File: src/hw/rtl/assert_macros.svh
// ---------------------------------------------------------------------------
// Assertion macros
// Shared concurrent assertion wrappers for the RTL folder.
// ---------------------------------------------------------------------------
`ifndef ASSERT_MACROS_SVH
`define ASSERT_MACROS_SVH

// Check on every rising clock edge, reset included.
`define ASSERT_ALWAYS(label, clk, prop) \
   label: assert property (@(posedge clk) prop) else $error("assertion failed");

// Check on rising clock edges outside reset.
`define ASSERT_RUN(label, clk, rst, prop) \
   label: assert property (@(posedge clk) disable iff (rst) prop) \
      else $error("assertion failed");

`endif

File: src/hw/rtl/irpw_pkg.sv
// ---------------------------------------------------------------------------
// IR pulse-width decoder package
// Widths, register indexes and reset values of the decoder.
// ---------------------------------------------------------------------------
`timescale 1ns / 1ps

package irpw_pkg;

   // bits in one command packet
   localparam int CMD_BITS   = 2;
   localparam int CNT_W      = (CMD_BITS > 1) ? $clog2(CMD_BITS) : 1;
   localparam int STORE_W    = (CMD_BITS < 2) ? 2 : CMD_BITS;

   localparam int INTV_W     = 16;
   localparam int ELAPSED_W  = 24;
   localparam int CMD_W      = 2;
   localparam int CSR_IDX_W  = 3;
   localparam int CSR_DATA_W = 24;

   localparam logic [ELAPSED_W-1:0] ELAPSED_MAX   = {ELAPSED_W{1'b1}};
   localparam logic [ELAPSED_W-1:0] ELAPSED_RESET = 24'd30000;

   // register indexes
   localparam logic [CSR_IDX_W-1:0] REG_HEADER_MIN = 3'd0;
   localparam logic [CSR_IDX_W-1:0] REG_HEADER_MAX = 3'd1;
   localparam logic [CSR_IDX_W-1:0] REG_ZERO_MIN   = 3'd2;
   localparam logic [CSR_IDX_W-1:0] REG_ZERO_MAX   = 3'd3;
   localparam logic [CSR_IDX_W-1:0] REG_ONE_MIN    = 3'd4;
   localparam logic [CSR_IDX_W-1:0] REG_ONE_MAX    = 3'd5;
   localparam logic [CSR_IDX_W-1:0] REG_HOLDOFF    = 3'd6;

   // register reset values
   localparam logic [INTV_W-1:0]    HEADER_MIN_RST = 16'd290;
   localparam logic [INTV_W-1:0]    HEADER_MAX_RST = 16'd315;
   localparam logic [INTV_W-1:0]    ZERO_MIN_RST   = 16'd110;
   localparam logic [INTV_W-1:0]    ZERO_MAX_RST   = 16'd135;
   localparam logic [INTV_W-1:0]    ONE_MIN_RST    = 16'd170;
   localparam logic [INTV_W-1:0]    ONE_MAX_RST    = 16'd195;
   localparam logic [ELAPSED_W-1:0] HOLDOFF_RST    = 24'd30000;

   typedef struct packed {
      logic header;
      logic zero;
      logic one;
   } window_type;

endpackage

File: src/hw/rtl/ir_pulse_width_command_decoder_core.sv
// ---------------------------------------------------------------------------
// IR pulse-width command decoder
// Classifies edge intervals against programmable windows and assembles
// short commands, LSB first, with a holdoff between emitted commands.
// ---------------------------------------------------------------------------
//  channel  direction  payload                     handshake
//  req_     in         pulse_interval [15:0]       req_tvalid / req_tready
//  rsp_     out        command [1:0], pad to 8     rsp_tvalid / rsp_tready
//  csr_     in         index [2:0], data [23:0]    csr_valid / csr_ready
//
//  One request per cycle while req_tready is high; the decode is a single pass
//  of window compares and a 24-bit saturating add; the result is registered.
//  A two-entry output buffer (output register plus skid) lets requests flow
//  while a result waits; req_tready drops only when the skid entry is full.
//  Synchronous reset restores register defaults, closes any packet and
//  loads the elapsed counter with its start value. csr_ready is always high.
// ---------------------------------------------------------------------------
`timescale 1ns / 1ps
`include "assert_macros.svh"

module ir_pulse_width_command_decoder_core (
   input  logic                              clock,
   input  logic                              reset,
   // req_tdata: [15:0] pulse_interval
   input  logic                              req_tvalid,
   output logic                              req_tready,
   input  logic [irpw_pkg::INTV_W-1:0]       req_tdata,
   // rsp_tdata: [1:0] command, [7:2] zero
   output logic                              rsp_tvalid,
   input  logic                              rsp_tready,
   output logic [7:0]                        rsp_tdata,
   input  logic                              csr_valid,
   output logic                              csr_ready,
   input  logic [irpw_pkg::CSR_IDX_W-1:0]    csr_index,
   input  logic [irpw_pkg::CSR_DATA_W-1:0]   csr_data
);

   // configuration
   logic [irpw_pkg::INTV_W-1:0]    header_min_ff, header_max_ff;
   logic [irpw_pkg::INTV_W-1:0]    zero_min_ff, zero_max_ff;
   logic [irpw_pkg::INTV_W-1:0]    one_min_ff, one_max_ff;
   logic [irpw_pkg::ELAPSED_W-1:0] holdoff_ff;

   // decoder state
   logic                           receiving_ff, receiving_in;
   logic [irpw_pkg::CNT_W-1:0]     bit_count_ff, bit_count_in;
   logic [irpw_pkg::STORE_W-1:0]   bit_store_ff, bit_store_in;
   logic [irpw_pkg::ELAPSED_W-1:0] elapsed_ff, elapsed_in;

   // output buffer
   logic                           main_valid_ff, skid_valid_ff;
   logic [irpw_pkg::CMD_W-1:0]     main_cmd_ff, skid_cmd_ff;

   logic                           accept, pop, emit;
   logic [irpw_pkg::ELAPSED_W:0]   elapsed_sum;
   logic [irpw_pkg::ELAPSED_W-1:0] elapsed_sat;
   logic [irpw_pkg::CMD_W-1:0]     cmd_in;
   logic                           bit_val;
   irpw_pkg::window_type           win;

   assign csr_ready  = 1'b1;
   assign req_tready = !skid_valid_ff;
   assign accept     = req_tvalid && req_tready;
   assign rsp_tvalid = main_valid_ff;
   assign pop        = main_valid_ff && rsp_tready;
   assign rsp_tdata  = {{(8 - irpw_pkg::CMD_W){1'b0}}, main_cmd_ff};

   always_ff @(posedge clock) begin
      if (reset) begin
         header_min_ff <= irpw_pkg::HEADER_MIN_RST;
         header_max_ff <= irpw_pkg::HEADER_MAX_RST;
         zero_min_ff   <= irpw_pkg::ZERO_MIN_RST;
         zero_max_ff   <= irpw_pkg::ZERO_MAX_RST;
         one_min_ff    <= irpw_pkg::ONE_MIN_RST;
         one_max_ff    <= irpw_pkg::ONE_MAX_RST;
         holdoff_ff    <= irpw_pkg::HOLDOFF_RST;
      end else if (csr_valid && csr_ready) begin
         case (csr_index)
            irpw_pkg::REG_HEADER_MIN: header_min_ff <= csr_data[irpw_pkg::INTV_W-1:0];
            irpw_pkg::REG_HEADER_MAX: header_max_ff <= csr_data[irpw_pkg::INTV_W-1:0];
            irpw_pkg::REG_ZERO_MIN:   zero_min_ff   <= csr_data[irpw_pkg::INTV_W-1:0];
            irpw_pkg::REG_ZERO_MAX:   zero_max_ff   <= csr_data[irpw_pkg::INTV_W-1:0];
            irpw_pkg::REG_ONE_MIN:    one_min_ff    <= csr_data[irpw_pkg::INTV_W-1:0];
            irpw_pkg::REG_ONE_MAX:    one_max_ff    <= csr_data[irpw_pkg::INTV_W-1:0];
            irpw_pkg::REG_HOLDOFF:    holdoff_ff    <= csr_data[irpw_pkg::ELAPSED_W-1:0];
            default: ;
         endcase
      end
   end

   always_comb begin
      win.header = (req_tdata > header_min_ff) && (req_tdata < header_max_ff);
      win.zero   = (req_tdata > zero_min_ff) && (req_tdata < zero_max_ff);
      win.one    = (req_tdata > one_min_ff) && (req_tdata < one_max_ff);

      // saturate elapsed at all ones
      elapsed_sum = {1'b0, elapsed_ff}
                  + {{(irpw_pkg::ELAPSED_W + 1 - irpw_pkg::INTV_W){1'b0}}, req_tdata};
      elapsed_sat = elapsed_sum[irpw_pkg::ELAPSED_W] ? irpw_pkg::ELAPSED_MAX
                                                     : elapsed_sum[irpw_pkg::ELAPSED_W-1:0];

      bit_val      = !win.zero;
      receiving_in = receiving_ff;
      bit_count_in = bit_count_ff;
      bit_store_in = bit_store_ff;
      elapsed_in   = elapsed_sat;
      emit         = 1'b0;

      if (win.header) begin
         receiving_in = 1'b1;
         bit_count_in = '0;
      end else if (receiving_ff) begin
         if (win.zero || win.one) begin
            bit_store_in[bit_count_ff] = bit_val;
            bit_count_in = bit_count_ff + 1'b1;
            if (bit_count_ff == irpw_pkg::CNT_W'(irpw_pkg::CMD_BITS - 1)) begin
               receiving_in = 1'b0;
               if (elapsed_sat > holdoff_ff) begin
                  emit       = 1'b1;
                  elapsed_in = '0;
               end
            end
         end else begin
            receiving_in = 1'b0;
         end
      end

      cmd_in = bit_store_in[irpw_pkg::CMD_W-1:0];
   end

   always_ff @(posedge clock) begin
      if (reset) begin
         receiving_ff <= 1'b0;
         bit_count_ff <= '0;
         elapsed_ff   <= irpw_pkg::ELAPSED_RESET;
      end else if (accept) begin
         receiving_ff <= receiving_in;
         bit_count_ff <= bit_count_in;
         elapsed_ff   <= elapsed_in;
      end
   end

   always_ff @(posedge clock) begin
      if (accept) begin
         bit_store_ff <= bit_store_in;
      end
   end

   // two-entry queue: pop takes the output register, push appends behind
   always_ff @(posedge clock) begin
      if (reset) begin
         main_valid_ff <= 1'b0;
         skid_valid_ff <= 1'b0;
      end else if (pop) begin
         if (skid_valid_ff) begin
            main_valid_ff <= 1'b1;
            skid_valid_ff <= accept && emit;
         end else begin
            main_valid_ff <= accept && emit;
         end
      end else if (accept && emit) begin
         if (main_valid_ff) begin
            skid_valid_ff <= 1'b1;
         end else begin
            main_valid_ff <= 1'b1;
         end
      end
   end

   always_ff @(posedge clock) begin
      if (pop) begin
         if (skid_valid_ff) begin
            main_cmd_ff <= skid_cmd_ff;
            skid_cmd_ff <= cmd_in;
         end else begin
            main_cmd_ff <= cmd_in;
         end
      end else if (accept && emit) begin
         if (main_valid_ff) begin
            skid_cmd_ff <= cmd_in;
         end else begin
            main_cmd_ff <= cmd_in;
         end
      end
   end

   `ASSERT_ALWAYS(a_skid_behind_main, clock, skid_valid_ff |-> main_valid_ff)
   `ASSERT_RUN(a_emit_clears_elapsed, clock, reset,
               (accept && emit) |=> (elapsed_ff == '0))
   `ASSERT_RUN(a_emit_closes_packet, clock, reset, (accept && emit) |=> !receiving_ff)
   `ASSERT_RUN(a_drain_empties, clock, reset,
               (pop && !skid_valid_ff && !(accept && emit)) |=> !main_valid_ff)
   `ASSERT_RUN(a_emit_is_visible, clock, reset, (accept && emit) |=> rsp_tvalid)

endmodule

File: config.mk
export PLATFORM = sky130hd
export DESIGN_NAME = ir_pulse_width_command_decoder_core
export DESIGN_NICKNAME = d
export VERILOG_FILES = /design/src/hw/rtl/irpw_pkg.sv /design/src/hw/rtl/ir_pulse_width_command_decoder_core.sv
export VERILOG_INCLUDE_DIRS = /design/src /design/src/hw/rtl
export SDC_FILE = /design/constraint.sdc
export NUM_CORES = 1
export LEC_CHECK = 0
export BUFFER_PORTS_ARGS = -buffer_cell sky130_fd_sc_hd__buf_2
export CORE_MARGIN = 4
export CORE_UTILIZATION = 38
export DETAILED_ROUTE_END_ITERATION = 6
export GPL_ROUTABILITY_DRIVEN = 1
export PLACE_DENSITY = 0.64
export SYNTH_ARGS = -nofsm -noshare
export SYNTH_HDL_FRONTEND = slang
export SYNTH_SLANG_ARGS = --single-unit
File: constraint.sdc
create_clock -name clock -period 5.2 [get_ports clock]
set_input_delay 0.26 -clock clock [delete_from_list [all_inputs] [get_ports clock]]
set_output_delay 0.26 -clock clock [all_outputs]
set_load 0.01 [all_outputs]
==> flow_metrics.py <==
metrics = {
    "global_route": {
        "grt_usage_pct": 20.0,
        "grt_pass1_vias": 8316,
        "grt_max_degree": 92,
        "grt_pass1_wl_um": 44500,
        "grt_overflow_total": 0,
        "antenna_found_initial": 0,
    },
    "clocking": {
        "cts_tree": "built",
        "cts_buffers": 17,
        "cts-hold-fix-buffers": 0,
        "cts_root_buf": "clkbuf_16",
        "cts.sinks": 154,
        "clockBufferDepth": 2,
        "h-tree-depth": 4,
        "insertion_delay_ps": 440,
        "cts_resized": 0,
        "path_clk_slew_ps": 70,
        "cts_setup_buffers": 0,
    },
    "sta": {
        "skew_ps": 14.0,
        "setup_viol": 0,
        "max-slew-margin-rel_pct": 12.2,
        "post-route-period-util_pct": 93.1,
        "finalHoldViolCount": 0,
        "slew_violations": 0,
        "worstMarginPinSlew_ps": 1310,
        "period_minus_slack_ps": 4840,
        "rsz0062_at_grt": "no",
        "fmax_ghz": 0.207,
        "finalSetupTns_ps": 0,
    },
    "floorplan": {
        "initial_core_util_pct": 38.7,
        "die_width_um": 168,
        "dieHeight_um": 168,
        "num_rows": 58,
        "io-pin-count": 59,
        "core_area_um2": 25200,
        "die_area_um2": 28200,
    },
    "worst_setup_path": {
        "crit_type": "register to register",
        "crit_arrival_ps": 5020,
        "start_kind": "register",
        "path_max_fanout": 7,
        "critPathCaptureType": "register",
        "worstPathRequired_ps": 5380,
    },
    "power_and_ir_drop": {
        "seqPwrFrac_pct": 39.0,
        "total_power_mw": 3.23,
        "internal-power_mw": 2.19,
        "pwr-share-comb_pct": 22.6,
        "switching_share_pct": 32.0,
        "power_density_nw_per_um2": 296,
        "leakagePower_nw": 4.48,
        "switchingPower_mw": 1.03,
        "vdd_ir_drop_max_mv": 0.229,
        "p_clk_share_pct": 38.4,
    },
    "yosys": {
        "synth.area.top_cells": "dfxtp_1, ha_1, nand2_1, a21oi_1, inv_1",
        "synth-edff-count": 6,
        "synth_cells": 1232,
        "avgSynthCellArea_um2": 7.90,
        "synth_common_cells": "nand2_1, dfxtp_1, a21oi_1",
        "synth_top_cell_by_area": "dfxtp_1",
        "yosys_warnings": 0,
        "syn_area_um2": 9730,
        "synth_most_common_cell": "nand2_1",
        "synth_top_area_share_pct": 30.4,
        "netlist-cell-type-count": 71,
        "yosysSeqAreaShare_pct": 32.3,
        "ys_ff_latch": 154,
        "async_reset_ff_share_pct": 0,
        "synthFlopType": "dfxtp_1",
    },
    "status": {
        "status": "complete, no violations",
    },
    "cells_and_area": {
        "finalNetCount": 1448,
        "fill_cells": 2514,
        "stdcell_count": 1609,
        "seqCellArea_um2": 3140,
        "multi_input_area_um2": 5890,
        "fin_area_um2": 10900,
        "fin_util_pct": 43.2,
        "drive_gt1_share_pct": 9.07,
        "antennaDiodeCount": 0,
        "syn2layout_area_growth_pct": 11.9,
    },
    "drt": {
        "remaining_drc_errors": 0,
        "drt_iter0_drc": 616,
        "wl_per_cell_um": 17.7,
        "drt-vias-per-instance": 5.44,
        "antenna_left": 0,
        "num_vias": 8758,
        "dr.pass1.iters": 5,
        "drt-total-wl_um": 28500,
    },
    "placement": {
        "place_area_um2": 10300,
        "portBuffers": 51,
        "place_congestion": 0.880,
        "dp.cells": 1577,
        "dp_hpwl_um": 20900,
    },
    "job": {
        "drv_cap": 0,
    },
    "min_path": {
        "hold_path_class": "input pin to register",
    },
}
-- layout make-up --
cell class,count,area share (%)
Inverter,123,4.24
Clock inverter,15,1.40
Tap cell,330,3.79
Clock buffer,17,3.91
Multi-Input combinational cell,900,54.1
Timing Repair Buffer,70,3.68
Sequential cell,154,28.9
-- power groups by stage --
| stage | logic (mW) | clock network [mW] | registers, mW |
|---|---|---|---|
| CTS | 0.725 | 1.26 | 1.26 |
| global route | 0.819 | 1.32 | 1.26 |
| detailed placement | 0.718 | 0 | 1.28 |
| floorplan | 0.505 | 0 | 1.28 |
| finish | 0.729 | 1.24 | 1.26 |
| global placement | 0.711 | 0 | 1.28 |
-- registers in the layout (all words and copies together), names as in the netlist, 16 cells and up --
register / count
elapsed_ff: 24
holdoff_ff: 24
header_max_ff: 16
header_min_ff: 16
one_max_ff: 16
one_min_ff: 16
zero_max_ff: 16
zero_min_ff: 16
-- cells by family after synthesis --
| family | Yosys count | synth area share, % |
|---|---|---|
| AOI/OAI and AO/OA | 306 | 20.9 |
| adders and majority gates | 134 | 17.3 |
| other | 2 | 0.0771 |
| muxes | 2 | 0.231 |
| DFF | 154 | 32.3 |
| xor gates and xnor gates | 14 | 1.26 |
| buffers and inverters | 183 | 7.48 |
| and+or+nand+nor | 437 | 20.5 |
-- worst paths after layout --
kind         depth (start not counted)             end      startpoint  slack [ps]
min                                  3  holdoff_ff[22]    csr_data[22]          60
min reg2reg                          2  zero_max_ff[4]  zero_max_ff[4]         450
max reg2reg                         15  main_cmd_ff[1]   elapsed_ff[0]         360
max                                 15  main_cmd_ff[1]   elapsed_ff[0]         360
-- metal layers --
| layer | global-route usage [%] | routed length, µm | vias up |
|---|---|---|---|
| met3 | 2.91 | 1250 | 46 |
| met5 | 0 | 0 | - |
| met2 | 33.1 | 13200 | 199 |
| met4 | 7.52 | 826 | 0 |
| met1 | 26.5 | 13200 | 4125 |
| li1 | - | - | 4388 |
-- metrics by stage --
step                      worst slack, ps  hold slack, ps
after floorplan                       745             378
after global placement                307             442
after detailed placement              237             443
after CTS                             350            51.2
after global routing                 93.7            59.9
final                                 360            64.9
-- worst max-delay path, stage by stage, from the launching register on --
cell and delay, ps:
dfxtp_1 310, ha_1 200, fa_1 430, a211oi_1 260, o21ai_1 160, o211ai_1 370, a21oi_1 260, and3_1 270
or2_2 310, ha_1 310, a21oi_1 160, a21oi_1 70, or4b_2 630, o21ai_1 330, a2111oi_4 140, mux2_1 370
-- layout by cell type, fill, tap and decap left out, drive strengths merged, types with 3 or more instances in the layout --
| cell type | count |
|---|---|
| clkbuf | 17 |
| a211oi | 15 |
| o211ai | 11 |
| nor2 | 44 |
| nand3b | 16 |
| nand2b | 7 |
| a211o | 21 |
| ha | 133 |
| a21o | 27 |
| or2 | 3 |
| buf | 70 |
| nand2 | 251 |
| o311ai | 5 |
| conb | 7 |
| nor2b | 12 |
| nand4 | 24 |
| edfxtp | 6 |
| a31oi | 9 |
| a2111oi | 4 |
| a21oi | 147 |
| nor4 | 9 |
| a32o | 12 |
| xnor2 | 13 |
| o21ai | 21 |
| and3 | 10 |
| nand3 | 33 |
| a41oi | 3 |
| inv | 132 |
| a221o | 5 |
| or3 | 5 |
| dfxtp | 148 |
| o21a | 4 |
| a21boi | 3 |
| nor4b | 5 |
| nor3 | 10 |
| clkinv | 5 |
| o31ai | 3 |
| and4 | 3 |
Power figures use the tool's default switching activity.
